### src/hdl/tpig_pkg.sv
// Terrain patch index generator: shared types, widths, reset values and helpers.
// No dependencies; imported by every other file of the block.
package tpig_pkg;

   localparam int SIDE_LOG2_W = 3;
   localparam int INDEX_W     = 15;
   localparam int CALC_W      = 16;
   localparam int REGION_W    = 3;

   localparam logic [SIDE_LOG2_W-1:0] SIDE_LOG2_RESET = 3'd4;
   localparam logic [SIDE_LOG2_W-1:0] SIDE_LOG2_MIN   = 3'd1;

   typedef enum logic [REGION_W-1:0] {
      REGION_GRID   = 3'd0,
      REGION_SKIRT0 = 3'd1,
      REGION_SKIRT1 = 3'd2,
      REGION_SKIRT2 = 3'd3,
      REGION_SKIRT3 = 3'd4
   } region_type;

   typedef struct packed {
      logic       valid;
      region_type region;
   } snap_ctl_type;

   // x * (2^k + 1) as a shift and add
   function automatic logic [CALC_W-1:0] mul_side(input logic [CALC_W-1:0] x,
                                                 input logic [SIDE_LOG2_W-1:0] k);
      return (x << k) + x;
   endfunction

endpackage

### src/hdl/tpig_channels.sv
// Terrain patch index generator: valid/ready channel interfaces.
// Depends on tpig_pkg for payload widths.
interface tpig_req_if;
   logic valid;
   logic ready;
   logic restart;

   modport source (output valid, output restart, input ready);
   modport sink   (input valid, input restart, output ready);
endinterface

interface tpig_rsp_if import tpig_pkg::*; ();
   logic                valid;
   logic                ready;
   logic [INDEX_W-1:0]  index0;
   logic [INDEX_W-1:0]  index1;
   logic [INDEX_W-1:0]  index2;
   logic [INDEX_W-1:0]  index3;
   logic [INDEX_W-1:0]  index4;
   logic [INDEX_W-1:0]  index5;
   logic [REGION_W-1:0] region;
   logic                mesh_end;

   modport source (output valid, output index0, output index1, output index2,
                   output index3, output index4, output index5, output region,
                   output mesh_end, input ready);
   modport sink   (input valid, input index0, input index1, input index2,
                   input index3, input index4, input index5, input region,
                   input mesh_end, output ready);
endinterface

interface tpig_csr_if import tpig_pkg::*; ();
   logic                   valid;
   logic                   ready;
   logic [SIDE_LOG2_W-1:0] side_log2;

   modport source (output valid, output side_log2, input ready);
   modport sink   (input valid, input side_log2, output ready);
endinterface

### src/hdl/tpig_seq.sv
// Terrain patch index generator: region/row/column counters and input stage.
// Depends on tpig_pkg and tpig_req_if.
module tpig_seq import tpig_pkg::*; #(
   parameter int CNT_W = 7
) (
   input  logic                   clock,
   input  logic                   reset,
   input  logic [SIDE_LOG2_W-1:0] side_log2_eff,
   input  logic                   clear,
   tpig_req_if.sink               req_port,
   input  logic                   snap_ready,
   output snap_ctl_type           snap_ctl,
   output logic [CNT_W-1:0]       snap_row,
   output logic [CNT_W-1:0]       snap_col
);

   region_type       region_ff, region_in;
   logic [CNT_W-1:0] row_ff, row_in;
   logic [CNT_W-1:0] col_ff, col_in;
   snap_ctl_type     snap_ctl_ff, snap_ctl_in;
   logic [CNT_W-1:0] snap_row_ff, snap_row_in;
   logic [CNT_W-1:0] snap_col_ff, snap_col_in;

   logic [CNT_W:0]   side_w;
   logic [CNT_W-1:0] last_w;
   region_type       cur_region;
   logic [CNT_W-1:0] cur_row;
   logic [CNT_W-1:0] cur_col;
   logic             accept;

   assign side_w = (CNT_W+1)'(1) << side_log2_eff;
   assign last_w = CNT_W'(side_w - (CNT_W+1)'(1));

   assign req_port.ready = !snap_ctl_ff.valid || snap_ready;
   assign accept         = req_port.valid && req_port.ready;

   assign cur_region = req_port.restart ? REGION_GRID : region_ff;
   assign cur_row    = req_port.restart ? '0 : row_ff;
   assign cur_col    = req_port.restart ? '0 : col_ff;

   always_comb begin
      region_in = region_ff;
      row_in    = row_ff;
      col_in    = col_ff;
      if (clear) begin
         region_in = REGION_GRID;
         row_in    = '0;
         col_in    = '0;
      end else if (accept) begin
         region_in = cur_region;
         row_in    = cur_row;
         col_in    = cur_col + CNT_W'(1);
         if (cur_col >= last_w) begin
            col_in = '0;
            if (cur_region == REGION_GRID) begin
               if (cur_row >= last_w) begin
                  row_in    = '0;
                  region_in = REGION_SKIRT0;
               end else begin
                  row_in = cur_row + CNT_W'(1);
               end
            end else if (cur_region == REGION_SKIRT3) begin
               region_in = REGION_GRID;
            end else begin
               region_in = region_type'(cur_region + REGION_W'(1));
            end
         end
      end
   end

   always_comb begin
      snap_ctl_in = snap_ctl_ff;
      snap_row_in = snap_row_ff;
      snap_col_in = snap_col_ff;
      if (accept) begin
         snap_ctl_in.valid  = 1'b1;
         snap_ctl_in.region = cur_region;
         snap_row_in        = cur_row;
         snap_col_in        = cur_col;
      end else if (snap_ready) begin
         snap_ctl_in.valid = 1'b0;
      end
   end

   always_ff @(posedge clock) begin
      if (reset) begin
         region_ff         <= REGION_GRID;
         row_ff            <= '0;
         col_ff            <= '0;
         snap_ctl_ff.valid <= 1'b0;
         snap_ctl_ff.region <= REGION_GRID;
      end else begin
         region_ff   <= region_in;
         row_ff      <= row_in;
         col_ff      <= col_in;
         snap_ctl_ff <= snap_ctl_in;
      end
   end

   always_ff @(posedge clock) begin
      snap_row_ff <= snap_row_in;
      snap_col_ff <= snap_col_in;
   end

   assign snap_ctl = snap_ctl_ff;
   assign snap_row = snap_row_ff;
   assign snap_col = snap_col_ff;

   a_col_bound: assert property (@(posedge clock) disable iff (reset)
      col_ff <= last_w)
      else $error("column counter beyond last quad");

   a_row_bound: assert property (@(posedge clock) disable iff (reset)
      row_ff <= last_w)
      else $error("row counter beyond last quad");

   a_restart: assert property (@(posedge clock) disable iff (reset)
      accept && req_port.restart |=>
         snap_col_ff == '0 && snap_row_ff == '0 && snap_ctl_ff.region == REGION_GRID)
      else $error("restart did not start at first quad");

   a_skirt_row: assert property (@(posedge clock) disable iff (reset)
      region_ff != REGION_GRID |-> row_ff == '0)
      else $error("row counter not zero in skirt");

endmodule

### src/hdl/tpig_calc.sv
// Terrain patch index generator: index arithmetic and result register.
// Depends on tpig_pkg and tpig_rsp_if.
module tpig_calc import tpig_pkg::*; #(
   parameter int CNT_W = 7
) (
   input  logic                   clock,
   input  logic                   reset,
   input  logic [SIDE_LOG2_W-1:0] side_log2_eff,
   input  snap_ctl_type           snap_ctl,
   input  logic [CNT_W-1:0]       snap_row,
   input  logic [CNT_W-1:0]       snap_col,
   output logic                   snap_ready,
   tpig_rsp_if.source             rsp_port
);

   logic [CALC_W-1:0] side_v, nn, row_v, col_v, last_v, skirt_sel;
   logic [CALC_W-1:0] a_v, c_v, ea_v, eb_v, si_v, sn_v;
   logic [CALC_W-1:0] idx_v [6];
   logic              end_v;

   logic               valid_ff, valid_in;
   logic [INDEX_W-1:0] idx_ff [6];
   logic [INDEX_W-1:0] idx_in [6];
   region_type         region_ff, region_in;
   logic               end_ff, end_in;

   assign side_v    = CALC_W'(1) << side_log2_eff;
   assign last_v    = side_v - CALC_W'(1);
   assign nn        = mul_side(side_v + CALC_W'(1), side_log2_eff);
   assign row_v     = CALC_W'(snap_row);
   assign col_v     = CALC_W'(snap_col);
   assign skirt_sel = CALC_W'(snap_ctl.region) - CALC_W'(1);

   assign a_v  = mul_side(row_v, side_log2_eff) + col_v;
   assign c_v  = a_v + side_v + CALC_W'(1);
   assign si_v = nn + (skirt_sel << side_log2_eff) + col_v;

   always_comb begin
      ea_v = col_v;
      eb_v = col_v + CALC_W'(1);
      unique case (snap_ctl.region)
         REGION_SKIRT1: begin
            ea_v = mul_side(col_v + CALC_W'(1), side_log2_eff) - CALC_W'(1);
            eb_v = mul_side(col_v + CALC_W'(2), side_log2_eff) - CALC_W'(1);
         end
         REGION_SKIRT2: begin
            ea_v = nn - CALC_W'(1) - col_v;
            eb_v = nn - CALC_W'(2) - col_v;
         end
         REGION_SKIRT3: begin
            ea_v = mul_side(side_v - col_v, side_log2_eff);
            eb_v = mul_side(last_v - col_v, side_log2_eff);
         end
         default: begin
            ea_v = col_v;
            eb_v = col_v + CALC_W'(1);
         end
      endcase
   end

   always_comb begin
      end_v = (snap_ctl.region == REGION_SKIRT3) && (col_v >= last_v);
      sn_v  = end_v ? nn : si_v + CALC_W'(1);
      if (snap_ctl.region == REGION_GRID) begin
         idx_v[0] = a_v;
         idx_v[1] = a_v + CALC_W'(1);
         idx_v[2] = c_v + CALC_W'(1);
         idx_v[3] = a_v;
         idx_v[4] = c_v + CALC_W'(1);
         idx_v[5] = c_v;
      end else begin
         idx_v[0] = ea_v;
         idx_v[1] = si_v;
         idx_v[2] = eb_v;
         idx_v[3] = eb_v;
         idx_v[4] = si_v;
         idx_v[5] = sn_v;
      end
   end

   assign snap_ready = !valid_ff || rsp_port.ready;

   always_comb begin
      valid_in  = valid_ff;
      idx_in    = idx_ff;
      region_in = region_ff;
      end_in    = end_ff;
      if (snap_ctl.valid && snap_ready) begin
         valid_in  = 1'b1;
         region_in = snap_ctl.region;
         end_in    = end_v;
         for (int i = 0; i < 6; i++) begin
            idx_in[i] = idx_v[i][INDEX_W-1:0];
         end
      end else if (rsp_port.ready) begin
         valid_in = 1'b0;
      end
   end

   always_ff @(posedge clock) begin
      if (reset) begin
         valid_ff <= 1'b0;
      end else begin
         valid_ff <= valid_in;
      end
   end

   always_ff @(posedge clock) begin
      idx_ff    <= idx_in;
      region_ff <= region_in;
      end_ff    <= end_in;
   end

   assign rsp_port.valid    = valid_ff;
   assign rsp_port.index0   = idx_ff[0];
   assign rsp_port.index1   = idx_ff[1];
   assign rsp_port.index2   = idx_ff[2];
   assign rsp_port.index3   = idx_ff[3];
   assign rsp_port.index4   = idx_ff[4];
   assign rsp_port.index5   = idx_ff[5];
   assign rsp_port.region   = region_ff;
   assign rsp_port.mesh_end = end_ff;

   a_end_region: assert property (@(posedge clock) disable iff (reset)
      valid_ff && end_ff |-> region_ff == REGION_SKIRT3)
      else $error("mesh end outside last skirt side");

   a_load: assert property (@(posedge clock) disable iff (reset)
      snap_ctl.valid && snap_ready |=> valid_ff)
      else $error("transaction lost in result stage");

   a_grid_shape: assert property (@(posedge clock) disable iff (reset)
      valid_ff && region_ff == REGION_GRID |->
         idx_ff[0] == idx_ff[3] && idx_ff[2] == idx_ff[4])
      else $error("grid quad triangles do not share diagonal");

endmodule

### src/hdl/terrain_patch_index_generator_unit.sv
// Channel  Dir  Payload                                   Transfer
// req      in   restart                                   valid && ready
// rsp      out  index0..index5, region, mesh_end          valid && ready
// csr      in   side_log2 (grid side 2^k+1)               valid && ready
//
// One quad per cycle sustained while rsp is ready; two register stages: the counter
// snapshot in tpig_seq and the result register in tpig_calc. Counters advance in
// tpig_seq, indices are shift/add from the counter snapshot in tpig_calc.
// Reset clears counters and the pipeline; side_log2 returns to 4.
// A stalled rsp holds its result; req ready drops only when both stages are full.
// Top level of the terrain patch index generator; depends on tpig_pkg, the channel
// interfaces, tpig_seq and tpig_calc.
module terrain_patch_index_generator_unit import tpig_pkg::*; #(
   parameter int MAX_SIDE_LOG2 = 7
) (
   input  logic       clock,
   input  logic       reset,
   tpig_req_if.sink   req_port,
   tpig_rsp_if.source rsp_port,
   tpig_csr_if.sink   csr_port
);

   logic [SIDE_LOG2_W-1:0] side_log2_ff, side_log2_in;
   logic [SIDE_LOG2_W-1:0] side_log2_eff;
   logic                   csr_write;
   snap_ctl_type           snap_ctl;
   logic [MAX_SIDE_LOG2-1:0] snap_row;
   logic [MAX_SIDE_LOG2-1:0] snap_col;
   logic                   snap_ready;

   assign csr_port.ready = 1'b1;
   assign csr_write      = csr_port.valid && csr_port.ready;
   assign side_log2_in   = csr_write ? csr_port.side_log2 : side_log2_ff;

   always_ff @(posedge clock) begin
      if (reset) begin
         side_log2_ff <= SIDE_LOG2_RESET;
      end else begin
         side_log2_ff <= side_log2_in;
      end
   end

   always_comb begin
      priority if (side_log2_ff < SIDE_LOG2_MIN) begin
         side_log2_eff = SIDE_LOG2_MIN;
      end else if (side_log2_ff > SIDE_LOG2_W'(MAX_SIDE_LOG2)) begin
         side_log2_eff = SIDE_LOG2_W'(MAX_SIDE_LOG2);
      end else begin
         side_log2_eff = side_log2_ff;
      end
   end

   tpig_seq #(
      .CNT_W(MAX_SIDE_LOG2)
   ) u_seq (
      .clock         (clock),
      .reset         (reset),
      .side_log2_eff (side_log2_eff),
      .clear         (csr_write),
      .req_port      (req_port),
      .snap_ready    (snap_ready),
      .snap_ctl      (snap_ctl),
      .snap_row      (snap_row),
      .snap_col      (snap_col)
   );

   tpig_calc #(
      .CNT_W(MAX_SIDE_LOG2)
   ) u_calc (
      .clock         (clock),
      .reset         (reset),
      .side_log2_eff (side_log2_eff),
      .snap_ctl      (snap_ctl),
      .snap_row      (snap_row),
      .snap_col      (snap_col),
      .snap_ready    (snap_ready),
      .rsp_port      (rsp_port)
   );

endmodule
### src/flat_wrapper.sv
// flat-port wrapper written by rule: the top's interface ports become plain ports
module terrain_patch_index_generator_unit_flat import tpig_pkg::*;
#(
   parameter int MAX_SIDE_LOG2 = 7
)
  (clock, reset, req_port_valid, req_port_restart, req_port_ready, rsp_port_valid, rsp_port_index0, rsp_port_index1, rsp_port_index2, rsp_port_index3, rsp_port_index4, rsp_port_index5, rsp_port_region, rsp_port_mesh_end, rsp_port_ready, csr_port_valid, csr_port_side_log2, csr_port_ready);
  tpig_req_if req_port_i ();
  tpig_rsp_if rsp_port_i ();
  tpig_csr_if csr_port_i ();
  input  logic clock;
  input  logic reset;
  input wire logic [$bits(req_port_i.valid)-1:0] req_port_valid;
  input wire logic [$bits(req_port_i.restart)-1:0] req_port_restart;
  output wire logic [$bits(req_port_i.ready)-1:0] req_port_ready;
  output wire logic [$bits(rsp_port_i.valid)-1:0] rsp_port_valid;
  output wire logic [$bits(rsp_port_i.index0)-1:0] rsp_port_index0;
  output wire logic [$bits(rsp_port_i.index1)-1:0] rsp_port_index1;
  output wire logic [$bits(rsp_port_i.index2)-1:0] rsp_port_index2;
  output wire logic [$bits(rsp_port_i.index3)-1:0] rsp_port_index3;
  output wire logic [$bits(rsp_port_i.index4)-1:0] rsp_port_index4;
  output wire logic [$bits(rsp_port_i.index5)-1:0] rsp_port_index5;
  output wire logic [$bits(rsp_port_i.region)-1:0] rsp_port_region;
  output wire logic [$bits(rsp_port_i.mesh_end)-1:0] rsp_port_mesh_end;
  input wire logic [$bits(rsp_port_i.ready)-1:0] rsp_port_ready;
  input wire logic [$bits(csr_port_i.valid)-1:0] csr_port_valid;
  input wire logic [$bits(csr_port_i.side_log2)-1:0] csr_port_side_log2;
  output wire logic [$bits(csr_port_i.ready)-1:0] csr_port_ready;
  assign req_port_i.valid = req_port_valid;
  assign req_port_i.restart = req_port_restart;
  assign req_port_ready = req_port_i.ready;
  assign rsp_port_valid = rsp_port_i.valid;
  assign rsp_port_index0 = rsp_port_i.index0;
  assign rsp_port_index1 = rsp_port_i.index1;
  assign rsp_port_index2 = rsp_port_i.index2;
  assign rsp_port_index3 = rsp_port_i.index3;
  assign rsp_port_index4 = rsp_port_i.index4;
  assign rsp_port_index5 = rsp_port_i.index5;
  assign rsp_port_region = rsp_port_i.region;
  assign rsp_port_mesh_end = rsp_port_i.mesh_end;
  assign rsp_port_i.ready = rsp_port_ready;
  assign csr_port_i.valid = csr_port_valid;
  assign csr_port_i.side_log2 = csr_port_side_log2;
  assign csr_port_ready = csr_port_i.ready;
  terrain_patch_index_generator_unit #(.MAX_SIDE_LOG2(MAX_SIDE_LOG2)) u_core (.clock(clock), .reset(reset), .req_port(req_port_i), .rsp_port(rsp_port_i), .csr_port(csr_port_i));
endmodule
### config.mk
export PLATFORM = sky130hd
export DESIGN_NAME = terrain_patch_index_generator_unit_flat
export DESIGN_NICKNAME = d
export VERILOG_FILES = /design/src/hdl/tpig_pkg.sv /design/src/hdl/tpig_channels.sv /design/src/hdl/tpig_seq.sv /design/src/hdl/tpig_calc.sv /design/src/hdl/terrain_patch_index_generator_unit.sv /design/src/flat_wrapper.sv
export SDC_FILE = /design/constraint.sdc
export NUM_CORES = 1
export LEC_CHECK = 0
export ABC_AREA = 1
export BUFFER_PORTS_ARGS = -buffer_cell sky130_fd_sc_hd__clkbuf_2
export CAP_MARGIN = 0
export CORE_UTILIZATION = 50
export CTS_BUF_LIST = sky130_fd_sc_hd__clkbuf_2 sky130_fd_sc_hd__clkbuf_4 sky130_fd_sc_hd__clkbuf_8
export DETAILED_ROUTE_END_ITERATION = 8
export GPL_ROUTABILITY_DRIVEN = 0
export PLACE_DENSITY = 0.69
export SYNTH_ARGS = -nofsm -noshare
export SYNTH_HDL_FRONTEND = slang
export SYNTH_SLANG_ARGS = --single-unit
### constraint.sdc
create_clock -name clock -period 9.35 [get_ports clock]
set_input_delay 2.3375 -clock clock [delete_from_list [all_inputs] [get_ports clock]]
set_output_delay 2.3375 -clock clock [all_outputs]
set_load 0.1 [all_outputs]
# After elaboration in Yosys (flattened, before gate mapping)
# Cells that the tools add are included.
# word_totals
reg_bits,133
in_bits,9
out_inout_bits,97
wordCells,99
# op_classes
add_sub_neg,31
n_lt_le_gt_ge,5
n_eq_ne,4
shift,9
n_mux,21
n_reduce_logical,12
# op_table
op,count
$mux W95,1
$add A16 B1 Y16 const B,5
$add A16 B16 Y16,4
$add A16 B7 Y16,3
$pmux W16 S3,1
$shl A16 B3 Y16,3
$sub A16 B7 Y16,3
$pmux W15 S3,1
$mux W7,6
$sub A16 B1 Y16 const B,2
$sub A15 B1 Y15 const B,2
$mux W3,7
$add A16 B8 Y16,1
$ge A7 B16 Y1,1
$mux W16,1
$shl A1 B3 Y16 const A,1
$shl A16 B3 Y15,1
$shl A7 B3 Y16,1
$shl A8 B3 Y16,1
$sub A16 B2 Y16 const B,1
$add A15 B15 Y15,1
$add A15 B8 Y15,1
$shl A8 B3 Y15,1
$sub A15 B7 Y15,1
19 further kinds,32

# Depth between registers and ports, before layout
# depth
ltp_word,12
depth_mapped,35
ltp_nobuf,34

# By module
# From an unflattened synthesis, not the netlist that was laid out.
# unflattened
hier_cells,2446
area_unflattened_um2,16239.3
# by_module_without_submodules
module,n_inst,cells_per_inst,area_per_inst_um2
tpig_calc,1,2151,13979.7
tpig_seq,1,272,2115.8
terrain_patch_index_generator_unit,1,23,143.9

# Least setup slack after synthesis
# OpenSTA, ideal clock, no wires.
# synth_timing
kind,input to register
start,in rsp_port_ready
end,"reg u_core.u_calc.idx_ff, in the netlist u_core.u_calc.rsp_port.index0[0], enable pin"
setup_time_ps,577
arrival_ps,6918
path_slack_ps,1855
stages,2
path_buffers,0
path_cell_list,inv_1 a21oi_1
# synth_between
elab_chain_len,2
# synth_lines
element,line,rtl
start: declaration,flat_wrapper.sv:24,input wire logic [$bits(rsp_port_i.ready)-1:0] rsp_port_ready;
$logic_or A1 B1 Y1,tpig_calc.sv:81,assign snap_ready = !valid_ff || rsp_port.ready;
$logic_and A1 B1 Y1,tpig_calc.sv:88,if (snap_ctl.valid && snap_ready) begin
end signal: assignment,tpig_calc.sv:109,idx_ff <= idx_in;
end: declaration,tpig_calc.sv:22,logic [INDEX_W-1:0] idx_ff [6];
# Every way passes these cells.
# A chain may end at the register's enable or synchronous reset.

==> impl_metrics.ini <==
[sta]
fmax_ghz = 0.137
rsz0062_at_grt = no
clock_skew_ns = 0.0195
setup_violations = 0
tns_ns = 0
relSlewSlack = 0.307
fin_crit_sh = 0.783
tightest_slew_ns = 1.04
finalMaxSlewViolations = 0
hold_viol = 0
period_minus_slack_ns = 7.32

[global_route]
grt_pass1_vias = 15500
grt_usage = 0.338
grt_pass1_wl_um = 85200
grt-ovfl-total = 0
antenna_found_initial = 0
grt_max_degree = 85

[final_layout]
regArea_um2 = 3750
fillCellCount = 3032
drive_above_1_share = 0.0873
final_common_cell = nand2_1
multi_input_area_um2 = 10600
design_area_um2 = 17300
area_growth_pct = 8.70
nets = 2660
diodes = 0
layout_common_cells = nand2_1 (577), inv_1 (344), o21ai_0 (206), nor2_1 (185), ha_1 (177)

[detailed_routing]
dr_wl_met3_um = 6580
ant_nets = 0
drt_wl_total_um = 55500
dr_wl_met2_um = 24000
viasPerCell = 5.94
first_pass_iters = 6
wl_per_cell_um = 19.4
first_iter_violations = 1712
vias = 17000
topRoutingLayerUsed = met4
drc = 0
wl_met1_um = 22300

[synth]
synth_top_family_by_area = simple AND/OR/NAND/NOR gates
ys.flop_type = edfxtp_1
synth-xor-area-share = 0.0286
syn_area_um2 = 15900
ys_seq_elements = 133
synth_compound_area_frac = 0.180
synthMuxAreaShare = 0.00567
avgSynthCellArea_um2 = 6.74
yosysSeqAreaShare = 0.236
synthAdderAreaFrac = 0.171
yosysWarnings = 0
synth_cell_types = 62
synthArstFlopShare = 0
post_synth_and_or_nand_nor_area_fraction = 0.276
synth_edf_count = 108
synthCells = 2357

[critical_path]
r2r_slack_ns = 2.03
worst-path-buf-inv = 4
critPathSlowestCell = nand2_2
critPathTopFamily = simple AND/OR/NAND/NOR gates
path_common_cell = nand2_1
cp-start-kind = flip-flop
worst-setup-path-type = flip-flop to flip-flop
worst-endpoint-arrival_ns = 7.54
cp_slowest_stage_delay_ns = 0.60
crit_path_end_kind = flip-flop
cp.required_ns = 9.58
cp_max_fo = 48

[floorplan]
io_pins = 106
design.die.area_um2 = 32500
num_rows = 64
initial_utilization = 0.514
die_h_um = 180
die_width_um = 180
core_um2 = 30900

[power]
power_uw = 3630
leakage_uw = 0.00852
power_density_nw_per_um2 = 210
vdd_drop_max_mv = 0.125

[placement]
detailed_place_hpwl_um = 44200
dpl_cell_area_um2 = 16800
io_buffers = 104

[clocking]
post_cts_resize_count = 0
cts_hold_buf = 0
cts_root_buf = clkbuf_8
cts_buffer_depth = 2
clock_sinks = 133
cts_htree_levels = 4
cts_tree = done
clk_latency_ns = 0.47
post_cts_buffers = 0
cts_buffers = 17
clkSlewWorstSetupHoldPaths_ns = 0.10

[outcome]
status = completed

[min_path]
hold_class = flip-flop to flip-flop

[flow_run]
cap_violations = 0
-- worst reg2reg max path, delay by kind of cell, from the launching register on --
kind            cells  cell delay, ns
compound gates      6            0.95
fa+ha+maj           3            1.01
simple gates       12            2.64
flops               1            0.32
buf+inv             4            1.08
xor+xnor            3            1.04
-- stage by stage --
step	utilization	hold slack (ns)	setup slack (ns)	cells
finish	0.559	0.467	2.03	2858
global route	0.559	0.487	1.57	2858
CTS	0.559	0.471	2.33	2858
detailed placement	0.544	0.457	2.36	2826
global placement	0.544	0.453	2.58	2826
floorplan	-	0.445	1.86	2374
-- per-layer routing --
metal | GRT usage | vias up
li1 | - | 8062
met1 | 0.436 | 7743
met2 | 0.531 | 1025
met3 | 0.0857 | 143
met4 | 0.152 | 0
met5 | 0 | -
-- synth_stat cells, types with 26 or more instances --
cell type / number / area [um2]
a21oi_1: 171 / 856
clkbuf_1: 41 / 154
edfxtp_1: 108 / 3240
ha_1: 177 / 2210
inv_1: 344 / 1290
nand2_1: 577 / 2170
nand3_1: 150 / 751
nor2_1: 186 / 698
nor3_1: 35 / 175
o21ai_0: 206 / 1030
o22ai_1: 26 / 163
xor2_1: 40 / 350
-- cells by family (layout without fill, tap and decap cells) --
| family | count (synthesis) | in the layout |
|---|---|---|
| adder cells (fa/ha/maj) | 202 | 202 |
| flip-flops | 133 | 133 |
| XOR/XNOR | 51 | 51 |
| AND/OR/NAND/NOR | 1026 | 1026 |
| AO/OA/AOI/OAI | 512 | 512 |
| other | 2 | 19 |
| buffers and inverters | 422 | 510 |
| multiplexers | 9 | 9 |
-- state kept, by name, indices dropped and copies added, names as in the netlist --
name / cells
u_core.u_seq.snap_ctl: 4
u_core.u_seq.snap_col: 7
u_core.u_calc.rsp_port.index1: 15
u_core.u_seq.snap_row: 7
u_core.u_calc.rsp_port.index2: 15
u_core.u_seq.col_ff: 7
u_core.u_seq.region_ff: 3
u_core.u_calc.rsp_port.mesh_end: 1
u_core.u_calc.rsp_port.region: 3
u_core.u_seq.row_ff: 7
u_core.u_calc.rsp_port.index0: 15
u_core.u_calc.rsp_port.valid: 1
u_core.u_calc.rsp_port.index4: 15
u_core.u_calc.rsp_port.index3: 15
u_core.u_calc.rsp_port.index5: 15
u_core.side_log2_ff: 3
-- report_power, final --
group	internal [uW]	leakage (uW)	switching, uW
sequential	741	0.00124	27.5
clock	277	0.000219	273
combinational	624	0.00706	1690
-- final cells by class --
class / count / share of cell area
well taps: 396 / 0.0287
flip-flops and latches: 133 / 0.217
inverters: 359 / 0.0783
multi-input cells: 1819 / 0.614
clock inverters: 15 / 0.0122
clock buffers: 17 / 0.0136
repair buffers: 119 / 0.0367
-- final timing paths --
path                                            end              startpoint  depth (start not counted)
setup reg to reg  u_core.u_calc.rsp_port.index5[13]  u_core.side_log2_ff[1]                         28
hold reg to reg              u_core.u_seq.row_ff[0]  u_core.u_seq.row_ff[0]                          2
setup / recovery  u_core.u_calc.rsp_port.index5[13]  u_core.side_log2_ff[1]                         28
hold / removal               u_core.u_seq.row_ff[0]  u_core.u_seq.row_ff[0]                          2
Power figures use the tool's default switching activity.
